[src/rtl/float_to_custom_minifloat_convert_defines.svh]
// ----------------------------------------------------------------------------
// Assertion macros for the minifloat converter
// ----------------------------------------------------------------------------
`ifndef FLOAT_TO_CUSTOM_MINIFLOAT_CONVERT_DEFINES_SVH
`define FLOAT_TO_CUSTOM_MINIFLOAT_CONVERT_DEFINES_SVH
`ifndef SYNTH
`define FCM_ASSERT(label, clk, rst, prop, msg) \
   label: assert property (@(posedge clk) disable iff (rst) (prop)) else $error(msg);
`define FCM_ASSERT_NR(label, clk, prop, msg) \
   label: assert property (@(posedge clk) (prop)) else $error(msg);
`else
`define FCM_ASSERT(label, clk, rst, prop, msg)
`define FCM_ASSERT_NR(label, clk, prop, msg)
`endif
`endif

[src/rtl/fcm_pkg.sv]
// ----------------------------------------------------------------------------
// fcm_pkg
// Shared types for the binary64 to custom float converter.
// ----------------------------------------------------------------------------
package fcm_pkg;
   localparam int unsigned SigWidth = 53;
   localparam int unsigned ShiftWidth = 7;

   localparam logic [1:0] CLS_ZERO = 2'd0;
   localparam logic [1:0] CLS_FIN  = 2'd1;
   localparam logic [1:0] CLS_INF  = 2'd2;
   localparam logic [1:0] CLS_NAN  = 2'd3;

   // classified item passed from front to back
   typedef struct packed {
      logic                  sign;
      logic [1:0]            cls;
      logic [SigWidth-1:0]   sig;
      logic signed [12:0]    etrue;
      logic signed [12:0]    shift;     // right shift amount s
      logic                  normal;
      logic [3:0]            w;
      logic [5:0]            f;
   } cls_item_type;
endpackage

[src/rtl/fcm_front.sv]
// ----------------------------------------------------------------------------
// fcm_front
// Accepts items, clamps the format, normalises and classifies each value.
// ----------------------------------------------------------------------------
module fcm_front (
   input  logic                  clock,
   input  logic                  reset,
   input  logic                  in_valid,
   input  logic [63:0]           in_bits,
   input  logic [3:0]            exp_w,
   input  logic [5:0]            frac_w,
   input  logic [10:0]           max_w,
   input  logic [5:0]            max_f,
   output logic                  out_valid,
   output fcm_pkg::cls_item_type out_item
);
   logic                  valid_ff;
   fcm_pkg::cls_item_type item_ff, item_in;

   logic [10:0]  se;
   logic [51:0]  sm;
   logic [52:0]  sig;
   logic [5:0]   tb;
   logic [3:0]   w;
   logic [5:0]   f;
   logic signed [12:0] lsb_exp, etrue, emin, q;

   always_comb begin
      se = in_bits[62:52];
      sm = in_bits[51:0];
      w = exp_w;
      if (w < 4'd2) w = 4'd2;
      if ({7'd0, w} > max_w) w = max_w[3:0];
      f = frac_w;
      if (f < 6'd1) f = 6'd1;
      if (f > max_f) f = max_f;
      sig = (se != 11'd0) ? {1'b1, sm} : {1'b0, sm};
      lsb_exp = (se != 11'd0) ? ($signed({2'b00, se}) - 13'sd1075) : -13'sd1074;
      tb = 6'd0;
      for (int i = 0; i < 53; i++) begin
         if (sig[i]) tb = 6'(i);
      end
      etrue = lsb_exp + $signed({7'd0, tb});
      emin = 13'sd2 - $signed(13'(1) <<< (w - 4'd1));
      q = ((etrue >= emin) ? etrue : emin) - $signed({7'd0, f});
      item_in.sign = in_bits[63];
      item_in.sig = sig;
      item_in.etrue = etrue;
      item_in.shift = q - lsb_exp;
      item_in.normal = (etrue >= emin);
      item_in.w = w;
      item_in.f = f;
      if (se == 11'h7FF) item_in.cls = (sm != 52'd0) ? fcm_pkg::CLS_NAN : fcm_pkg::CLS_INF;
      else if (se == 11'd0 && sm == 52'd0) item_in.cls = fcm_pkg::CLS_ZERO;
      else item_in.cls = fcm_pkg::CLS_FIN;
   end

   always_ff @(posedge clock) begin
      if (reset) valid_ff <= 1'b0;
      else valid_ff <= in_valid;
      item_ff <= item_in;
   end

   assign out_valid = valid_ff;
   assign out_item = item_ff;
endmodule

[src/rtl/fcm_queue.sv]
// ----------------------------------------------------------------------------
// fcm_queue
// Two-entry queue between the front and the back.
// ----------------------------------------------------------------------------
module fcm_queue (
   input  logic                  clock,
   input  logic                  reset,
   input  logic                  wr_valid,
   input  fcm_pkg::cls_item_type wr_item,
   output logic                  rd_valid,
   output fcm_pkg::cls_item_type rd_item,
   input  logic                  rd_take
);
   `include "float_to_custom_minifloat_convert_defines.svh"
   fcm_pkg::cls_item_type slot_ff [2];
   logic [1:0] count_ff, count_in;
   logic       wp_ff, rp_ff;

   always_comb begin
      count_in = count_ff + {1'b0, wr_valid} - {1'b0, rd_take};
   end

   always_ff @(posedge clock) begin
      if (reset) begin
         count_ff <= 2'd0;
         wp_ff <= 1'b0;
         rp_ff <= 1'b0;
      end else begin
         count_ff <= count_in;
         if (wr_valid) wp_ff <= ~wp_ff;
         if (rd_take) rp_ff <= ~rp_ff;
      end
      if (wr_valid) slot_ff[wp_ff] <= wr_item;
   end

   assign rd_valid = (count_ff != 2'd0);
   assign rd_item = slot_ff[rp_ff];

   `FCM_ASSERT(a_no_overfill, clock, reset, !(count_ff == 2'd2 && wr_valid && !rd_take),
      "queue overfilled")
   `FCM_ASSERT(a_no_underrun, clock, reset, !(rd_take && count_ff == 2'd0),
      "queue read while empty")
   `FCM_ASSERT(a_ptr_gap, clock, reset, (count_ff == 2'd1) == (wp_ff != rp_ff),
      "queue pointers disagree with count")
endmodule

[src/rtl/fcm_back.sv]
// ----------------------------------------------------------------------------
// fcm_back
// Rounds, handles carry and overflow, and registers the result.
// ----------------------------------------------------------------------------
module fcm_back (
   input  logic                  clock,
   input  logic                  reset,
   input  logic                  in_valid,
   input  fcm_pkg::cls_item_type in_item,
   output logic                  out_valid,
   output logic                  out_sign,
   output logic [10:0]           out_exp,
   output logic [51:0]           out_frac,
   output logic                  out_ovf
);
   `include "float_to_custom_minifloat_convert_defines.svh"
   logic        valid_ff;
   logic        sign_ff, sign_in, ovf_ff, ovf_in;
   logic [10:0] exp_ff, exp_in;
   logic [51:0] frac_ff, frac_in;

   logic [63:0] kept, rem, half, hidden, all_ones, sig64;
   logic [5:0]  s;
   logic [6:0]  ls;
   logic signed [12:0] et, biased, bias;

   always_comb begin
      sig64 = {11'd0, in_item.sig};
      hidden = 64'd1 << in_item.f;
      all_ones = (64'd1 << in_item.w) - 64'd1;
      bias = $signed(13'(1) <<< (in_item.w - 4'd1)) - 13'sd1;
      et = in_item.etrue;
      kept = 64'd0;
      s = 6'd0;
      ls = 7'd0;
      rem = 64'd0;
      half = 64'd0;
      if (in_item.shift <= 13'sd0) begin
         ls = 7'(-in_item.shift);
         kept = sig64 << ls;
      end else if (in_item.shift >= 13'sd54) begin
         kept = 64'd0;
      end else begin
         s = in_item.shift[5:0];
         rem = sig64 & ((64'd1 << s) - 64'd1);
         half = 64'd1 << (s - 6'd1);
         kept = sig64 >> s;
         if (rem > half || (rem == half && kept[0])) kept = kept + 64'd1;
      end
      sign_in = in_item.sign;
      exp_in = 11'd0;
      frac_in = 52'd0;
      ovf_in = 1'b0;
      biased = 13'sd0;
      unique case (in_item.cls)
         fcm_pkg::CLS_NAN: begin
            exp_in = all_ones[10:0];
            frac_in = 52'(64'd1 << (in_item.f - 6'd1));
         end
         fcm_pkg::CLS_INF: exp_in = all_ones[10:0];
         fcm_pkg::CLS_ZERO: ;
         default: begin
            if (in_item.normal) begin
               if (kept >= (hidden << 1)) begin
                  kept = kept >> 1;
                  et = et + 13'sd1;
               end
               biased = et + bias;
               if ({{51{biased[12]}}, biased} >= all_ones) begin
                  exp_in = all_ones[10:0];
                  ovf_in = 1'b1;
               end else begin
                  exp_in = biased[10:0];
                  frac_in = 52'(kept - hidden);
               end
            end else begin
               exp_in = (kept >= hidden) ? 11'd1 : 11'd0;
               frac_in = 52'(kept & (hidden - 64'd1));
            end
         end
      endcase
   end

   always_ff @(posedge clock) begin
      if (reset) valid_ff <= 1'b0;
      else valid_ff <= in_valid;
      sign_ff <= sign_in;
      exp_ff <= exp_in;
      frac_ff <= frac_in;
      ovf_ff <= ovf_in;
   end

   assign out_valid = valid_ff;
   assign out_sign = sign_ff;
   assign out_exp = exp_ff;
   assign out_frac = frac_ff;
   assign out_ovf = ovf_ff;

   `FCM_ASSERT(a_ovf_sat, clock, reset, !(valid_ff && ovf_ff && frac_ff != 52'd0),
      "overflow result carries a fraction")
   `FCM_ASSERT(a_valid_follow, clock, reset, valid_ff == $past(in_valid),
      "result strobe lost or invented")
endmodule

[src/rtl/float_to_custom_minifloat_convert.sv]
// ----------------------------------------------------------------------------
// float_to_custom_minifloat_convert
// Converts binary64 values to a programmable IEEE-style format.
// ----------------------------------------------------------------------------
// Usage: drive req_value_bits with start high; an item is taken at each edge
// where start is high and busy is low. busy is held low, so an item may enter
// every cycle. Each result appears for one cycle with rsp_valid high, in
// order, after the front classifies and normalises it (leading-one search),
// the queue passes it on and the back rounds it.
// Throughput is one item per cycle, set by the front and back stages.
// The receiver cannot stall, so the queue never fills.
// The csr_ channel writes the exponent width (index 0) and the fraction width
// (index 1); csr_ready is always high. Write only while no item is in flight.
// Synchronous reset empties the pipeline and restores widths 8 and 23.
// ----------------------------------------------------------------------------
module float_to_custom_minifloat_convert #(
   parameter int MAX_EXP_WIDTH = 11,
   parameter int MAX_FRAC_WIDTH = 52
) (
   input  logic        clock,
   input  logic        reset,
   input  logic        start,
   output logic        busy,
   input  logic [63:0] req_value_bits,
   output logic        rsp_valid,
   output logic        rsp_sign_bit,
   output logic [10:0] rsp_exponent_field,
   output logic [51:0] rsp_fraction_field,
   output logic        rsp_overflow_flag,
   input  logic        csr_valid,
   output logic        csr_ready,
   input  logic        csr_index,
   input  logic [63:0] csr_data
);
   localparam logic [0:0] REG_EXP_W = 1'b0;
   localparam logic [0:0] REG_FRAC_W = 1'b1;

   logic [3:0] exp_w_ff;
   logic [5:0] frac_w_ff;
   logic       f_valid, q_valid;
   fcm_pkg::cls_item_type f_item, q_item;

   assign busy = 1'b0;
   assign csr_ready = 1'b1;

   always_ff @(posedge clock) begin
      if (reset) begin
         exp_w_ff <= 4'd8;
         frac_w_ff <= 6'd23;
      end else if (csr_valid) begin
         unique case (csr_index)
            REG_EXP_W: exp_w_ff <= csr_data[3:0];
            REG_FRAC_W: frac_w_ff <= csr_data[5:0];
            default: ;
         endcase
      end
   end

   fcm_front u_front (
      .clock(clock), .reset(reset), .in_valid(start & ~busy), .in_bits(req_value_bits),
      .exp_w(exp_w_ff), .frac_w(frac_w_ff),
      .max_w(11'(MAX_EXP_WIDTH)), .max_f(6'(MAX_FRAC_WIDTH)),
      .out_valid(f_valid), .out_item(f_item)
   );

   fcm_queue u_queue (
      .clock(clock), .reset(reset), .wr_valid(f_valid), .wr_item(f_item),
      .rd_valid(q_valid), .rd_item(q_item), .rd_take(q_valid)
   );

   fcm_back u_back (
      .clock(clock), .reset(reset), .in_valid(q_valid), .in_item(q_item),
      .out_valid(rsp_valid), .out_sign(rsp_sign_bit), .out_exp(rsp_exponent_field),
      .out_frac(rsp_fraction_field), .out_ovf(rsp_overflow_flag)
   );
endmodule

[config.mk]
export PLATFORM = sky130hd
export DESIGN_NAME = float_to_custom_minifloat_convert
export DESIGN_NICKNAME = d
export VERILOG_FILES = /design/src/rtl/fcm_pkg.sv /design/src/rtl/fcm_front.sv /design/src/rtl/fcm_queue.sv /design/src/rtl/fcm_back.sv /design/src/rtl/float_to_custom_minifloat_convert.sv
export VERILOG_INCLUDE_DIRS = /design/src /design/src/rtl
export SDC_FILE = /design/constraint.sdc
export NUM_CORES = 2
export LEC_CHECK = 0
export BUFFER_PORTS_ARGS = -buffer_cell sky130_fd_sc_hd__buf_2
export CORE_MARGIN = 2
export CORE_UTILIZATION = 45
export DETAILED_ROUTE_END_ITERATION = 8
export SYNTH_ARGS = -nofsm -noshare
export SYNTH_HDL_FRONTEND = slang
export SYNTH_SLANG_ARGS = --single-unit
[constraint.sdc]
create_clock -name clock -period 17.2 [get_ports clock]
set_input_delay 2.58 -clock clock [delete_from_list [all_inputs] [get_ports clock]]
set_output_delay 2.58 -clock clock [all_outputs]
set_load 0.1 [all_outputs]
Word level (Yosys, flattened, before mapping)

Memories as Yosys holds them, arrays and structs flattened. A register that Yosys moved wholly into a read port is not among the register bits.
Index checks and enable logic that the tools add are counted.

Memories: 1
Bits of input ports: 133
RAM bits: 186
Output and inout bits: 68
Bits in registers: 174

Bitwise operators: 6
$add $sub $neg: 20
Shift operators: 9
Reductions and logical operators: 15
Order comparisons: 11
Multiplexer cells: 83
Equal/unequal tests: 4

Memory list:

| name            | words | width | rd ports | clocked after Yosys merged registers in | wr ports | RTL line        | RTL |
|---|---|---|---|---|---|---|---|
| u_queue.slot_ff | 2     | 93    | 1        | 1                                       | 1        | fcm_queue.sv:15 | `fcm_pkg::cls_item_type slot_ff [2];` |

Operators with widths:

| kind                    | count |
|---|---|
| $mux W52                | 5 |
| $ge A64 B64 Y1          | 3 |
| $mux W64                | 3 |
| $shl A1 B6 Y64 const A  | 3 |
| $mux W6                 | 23 |
| $sub A64 B1 Y64 const B | 2 |
| $pmux W52 S2            | 1 |
| $mux W5                 | 16 |
| $mux W13                | 5 |
| $add A64 B1 Y64 const B | 1 |
| $and A53 B64 Y64        | 1 |
| $eq A64 B64 Y1          | 1 |
| $gt A64 B64 Y1          | 1 |
| $shl A1 B4 Y64 const A  | 1 |
| $shl A53 B7 Y64         | 1 |
| $shr A53 B6 Y64         | 1 |
| $mux W53                | 1 |
| $and A52 B52 Y52        | 1 |
| $logic_not A52 Y1       | 1 |
| $reduce_bool A52 Y1     | 1 |
| $shl A1 B6 Y52 const A  | 1 |
| $sub A52 B1 Y52 const B | 1 |
| $sub A52 B52 Y52        | 1 |
| $mux W4                 | 10 |
| 39 further kinds        | 63 |

Logic depth before layout (Yosys ltp)

Depth after elaboration: 59
Depth in mapped cells: 90
Depth with buffers taken out: 79

Hierarchy

From an unflattened synthesis, not the netlist that was laid out.

Cell total of the unflattened synthesis: 4274
Area total of the unflattened synthesis: 37459.7 µm²

Modules (own cells, without submodules):

| module                            | cells each | area an instance (µm²) | seq. area each (µm²) | instances |
|---|---|---|---|---|
| fcm_back                          | 3302       | 24517.3                | 1321.3               | 1 |
| fcm_queue                         | 309        | 7204.4                 | 5685.5               | 1 |
| fcm_front                         | 618        | 5282.6                 | 1881.8               | 1 |
| float_to_custom_minifloat_convert | 45         | 455.4                  | 200.2                | 1 |

Worst setup path after synthesis

Ideal clock, no wire load.

Kind: register -> register
Start point: register (tool-made name)
End point: register u_back.frac_ff[7], in the netlist u_back.out_frac[7]
Required time: 17125 ps
Arrival time: 17121 ps
Period minus slack after synthesis: 17196 ps
Library setup time: 75 ps
Setup slack: 4 ps
Buffers on the path: 13
Cell stages (with the launch flop): 88
Cells stage by stage: dfxtp_1 > buf_6 > mux2i_4 > buf_2 > buf_2 > buf_2 > clkbuf_1 > buf_1 > clkbuf_1 > ha_1 > ha_1 > and2_1 > clkbuf_1 > nand2b_1 > or4b_1 > o31a_1 > or2_2 > nor2_1 > (+52 left out) > xnor2_1 > xnor2_1 > ha_1 > a21o_1 > a21o_1 > a21oi_1 > nor2b_1 > o21ai_0 > nand2b_1 > a21oi_1 > nor2b_1 > o21ai_0 > nand2_1 > a211oi_1 > clkbuf_1 > clkbuf_1 > a21oi_1 > o22ai_1

RTL lines:

| what                 | RTL line       | RTL |
|---|---|---|
| end signal, assigned | fcm_back.sv:89 | `frac_ff <= frac_in;` |
| end, declared        | fcm_back.sv:20 | `logic [51:0] frac_ff, frac_in;` |

==> results list <==
- The die covers around 82000 sq um.
- Cells fill about half of the core in the end.
- Violation count after the first detailed-route iteration: approximately 4400
- The worst hold path was traced through 0 stages.
- The library cell used most frequently in the layout, excluding fill and tap cells, is nand2_1.
* Max Slew Vio Count: 0
- GR Layer Usage met1: 45.71%
* Gate Count Post-Synth: roughly 4400
- The H-tree was split into 2 levels.
- In the final timing run, aggregate negative setup slack is 0 ps.
- After legalization and detailed placement, the total HPWL measured about 110 mm.
- Worst clock skew on the final layout: a little over 50 ps
- CTS Hold Bufs: 0
* Hold violation total from the final report: 0
- The first global-routing pass estimated ~210 mm of wire.
- In this design, the stage delay of the slowest critical-path cell is ~820 ps.
* Net count reported at finish: ~5000
* Clk root buf: clkbuf_16
* Maximum vdd drop: 97.06 uV
- Proportion of layout cells with a drive suffix above 1: a little over an eighth
- In this run the standard cell core region covers a little under 80000 sq um.
- Overflow after GRT: 0
- Once detail routing completed, the nets flagged for antenna violations numbered 0.
- Final-report setup violation count: 0
- Least-Margin Pin Slew: 1359 ps
* Hold-critical path endpoint: u_queue.slot_ff[1][50]
- In this run the worst hold path is classified as reg2reg.
- Vias per cell: between 6 and 7
* GRT Overall Usage: between 30% and 40%
- The critical path is of the reg2reg type.
- Most frequent cells in the layout: nand2_1, nor2_1, ha_1, a21oi_1, o21ai_0
- The synthesized netlist occupies a cell area of 35700 sq um.
- Cell Rows: ~100
- After detailed routing, the average wire length per cell comes to 24.72 um.
- Number of distinct library cells after synthesis: approximately 110
- Summing internal, switching and leakage power gives 6295 uW.
- The number of cells on the worst reg-to-reg path is 68.
- Count of unresolved DRC violations after routing: 0
* Worst Hold Launch: u_front.out_item[50]
- GRT Max-Usage Layer: met2
- After synthesis, the mean cell area works out to 8.172 sq um.
* Count of flip-flops with a built-in enable after synthesis: between 150 and 200
- Static timing analysis puts the maximum clock frequency at just over 60 MHz.
- Io pins: ~200
- The initial antenna violation count came to 2.
* Fillers: between 7000 and 8000
* Leakage power of the design: approximately 0.016 uW
- Starting Density: 45.33%
* Insertion delay to the later sink of the worst-skew pair: ~600 ps
* Reg-to-reg critical path endpoint: u_back.out_frac[50]
* Worst slew margin: between 8 and 9%
* Number of input and output port buffers inserted: 140
- Required time reported for the critical path endpoint: ~18000 ps
* Warnings, synthesis: 0
* Height of the chip: between 200 and 300 um
- In the final layout, the multi-input gates occupy around 25000 sq um.
- TritonCTS built the clock tree.
- DP Worst Slack: -161.5 ps
* Commonest register cell after synthesis: edfxtp_1
- Synthesis inferred roughly 360 register bits.
- Max-capacitance violation count: 0
- Sequential element share of the synthesized area: 25.46%
- Largest buffer count on any clock path: 3
* Total wire length after detailed routing: approximately 140 mm
* Reg2reg setup slack: approximately 860 ps
- Pre-Repair DR Iteration Count: 8
- For met2 alone, demand over resource in global routing was roughly 50%.
* Final cell count without fillers: 5600
- Worst-path maximum fanout: 58
- Fraction of met3 tracks used by global routing: under 10%
- Critical Path End Type: flop
* Total via count after detailed routing: 35260
- Critical path startpoint category: flop
* Largest net degree at the start of global routing: 120
- Die X: approximately 290 um
* Status: finished, final reports clean
- Slowest cell on the critical path: o311ai_0
* Area overhead of the layout relative to synthesis: 11.08%
* Ys async rst share: 0%
* Number of global-route vias before repair: 32980
* Routability-driven placement congestion ratio: ~1.1
- The final critical path takes up between 90 and 100% of the cycle.
- Counting tap cells, the placed design contains a total of ~5500 instances.
- After clock tree synthesis, the clock-pin slew on the worst setup and hold paths is ~100 ps.
- Arrival time reported for the critical path endpoint: 16780 ps
- # clock sinks: 361
- Buffers inserted during clock tree synthesis total 40.
- Pwr dens: approximately 160 nW/um^2
* Register area: approximately 9100 sq um
- The routed design could run at a clock period as short as ~16000 ps.
* Dominant cell type by count on the critical path: a21o_1
* Final setup slack of the worst path: about 860 ps
[worst max-delay path: cells and delay by family (launching register included)]
| family | cells | cell delay (ps) |
|---|---|---|
| multiplexers | 1 | 420 |
| flip-flops | 1 | 460 |
| AND/OR/NAND/NOR | 24 | 5070 |
| XOR/XNOR | 1 | 80 |
| adder cells (fa/ha/maj) | 5 | 1270 |
| buffers and inverters | 6 | 1370 |
| AO/OA/AOI/OAI | 31 | 7490 |
[cell type report]
type / count / share of cell area [%]
Sequential cell: 361 / 22.93
Clock buffer: 51 / 2.755
Timing Repair Buffer: 324 / 5.314
Clock inverter: 22 / 0.4638
Tap cell: 1050 / 3.313
Inverter: 144 / 1.363
Antenna cell: 1 / 0.006311
Multi-Input combinational cell: 3647 / 63.86
[cells in the mapped netlist, types with 12 or more instances]
library cell / count / area [sq um]
o221ai_1: 20 / 175.2
o21ai_0: 252 / 1261
mux2_2: 91 / 1025
buf_1: 31 / 116.4
and4_1: 13 / 113.9
inv_1: 139 / 521.8
xor2_1: 79 / 691.9
o31ai_1: 30 / 225.2
ha_1: 339 / 4242
a31oi_1: 41 / 256.5
o211ai_1: 47 / 352.8
xnor2_1: 119 / 1042
a211o_1: 17 / 148.9
a22oi_1: 32 / 240.2
o22ai_1: 63 / 394.1
a22o_1: 18 / 157.7
o22a_1: 12 / 105.1
o21bai_1: 32 / 240.2
dfxtp_1: 175 / 3503
nor4_1: 31 / 193.9
edfxtp_1: 186 / 5585
nand3_1: 75 / 375.4
mux4_2: 17 / 382.9
a32oi_1: 38 / 332.8
nor3_1: 97 / 485.5
nand2b_1: 80 / 500.5
mux2i_1: 230 / 2302
and2_1: 28 / 175.2
a211oi_1: 46 / 345.3
nand2_1: 553 / 2076
o21a_1: 25 / 187.7
nand4_1: 58 / 362.9
nor2_1: 388 / 1456
a21o_1: 86 / 645.6
a21oi_1: 339 / 1697
or2_2: 26 / 162.7
clkbuf_1: 151 / 566.8
or3_1: 20 / 125.1
and3_1: 21 / 131.4
nor2b_1: 61 / 381.6
buf_2: 26 / 130.1
[state kept, by name, indices dropped and copies added (netlist names), 2 cells and up, named ones only]
signal,cells
u_queue.slot_ff,186
u_front.out_item,93
u_back.out_frac,52
u_back.out_exp,11
frac_w_ff,6
exp_w_ff,4
u_queue.count_ff,2
[cells by family after synthesis]
| logic type | count (synthesis) | synth area share [%] |
|---|---|---|
| and+or+nand+nor | 1509 | 19.75 |
| AOI/OAI and AO/OA | 1234 | 22.49 |
| buffers and inverters | 369 | 4.248 |
| DFF | 361 | 25.46 |
| adders and majority gates | 348 | 12.39 |
| muxes | 347 | 10.79 |
| xor gates and xnor gates | 198 | 4.858 |
| other | 2 | 0.02104 |
[per-layer routing]
metal  vias up  part of all wire, %
li1      16490                    -
met5         -                    0
met2      1830                   42
met1     16640                   43
met4         0                  4.1
met3       306                   11
[power by group]
part	internal [uW]	switching (uW)	total [uW]
clock	471	365	836
sequential	1020	41.9	1060
combinational	1620	2770	4390
[worst max-delay path by stage]
stage          startpoint  slack (ps)             endpoint  cells after the start
6_report             flop         860  u_back.out_frac[50]                     68
3_3_place_gp         flop        -130    u_back.out_exp[4]                     81
2_1_floorplan        flop           4   u_back.out_frac[7]                     87
3_5_place_dp         flop        -160    u_back.out_exp[4]                     81
5_1_grt              flop          -1    u_back.out_exp[3]                     81
4_1_cts              flop          80    u_back.out_exp[4]                     81
[timing repair]
| item | 4_1_cts | 5_1_grt |
|---|---|---|
| hold endpoints to repair | 0 | 0 |
| setup endpoints to repair | 31 | 64 |
| buffers inserted | 0 | 4 |
| gates resized for setup | 1 | 15 |
| pin swaps | 0 | 4 |
[through the flow]
step,instance area [sq um],hold slack [ps]
finish,39650,392.4
floorplan,35730,403.7
global route,39650,424.2
CTS,39570,390.6
global placement,38290,404.0
detailed placement,38290,410.3
(Power assumes the default switching activity.)
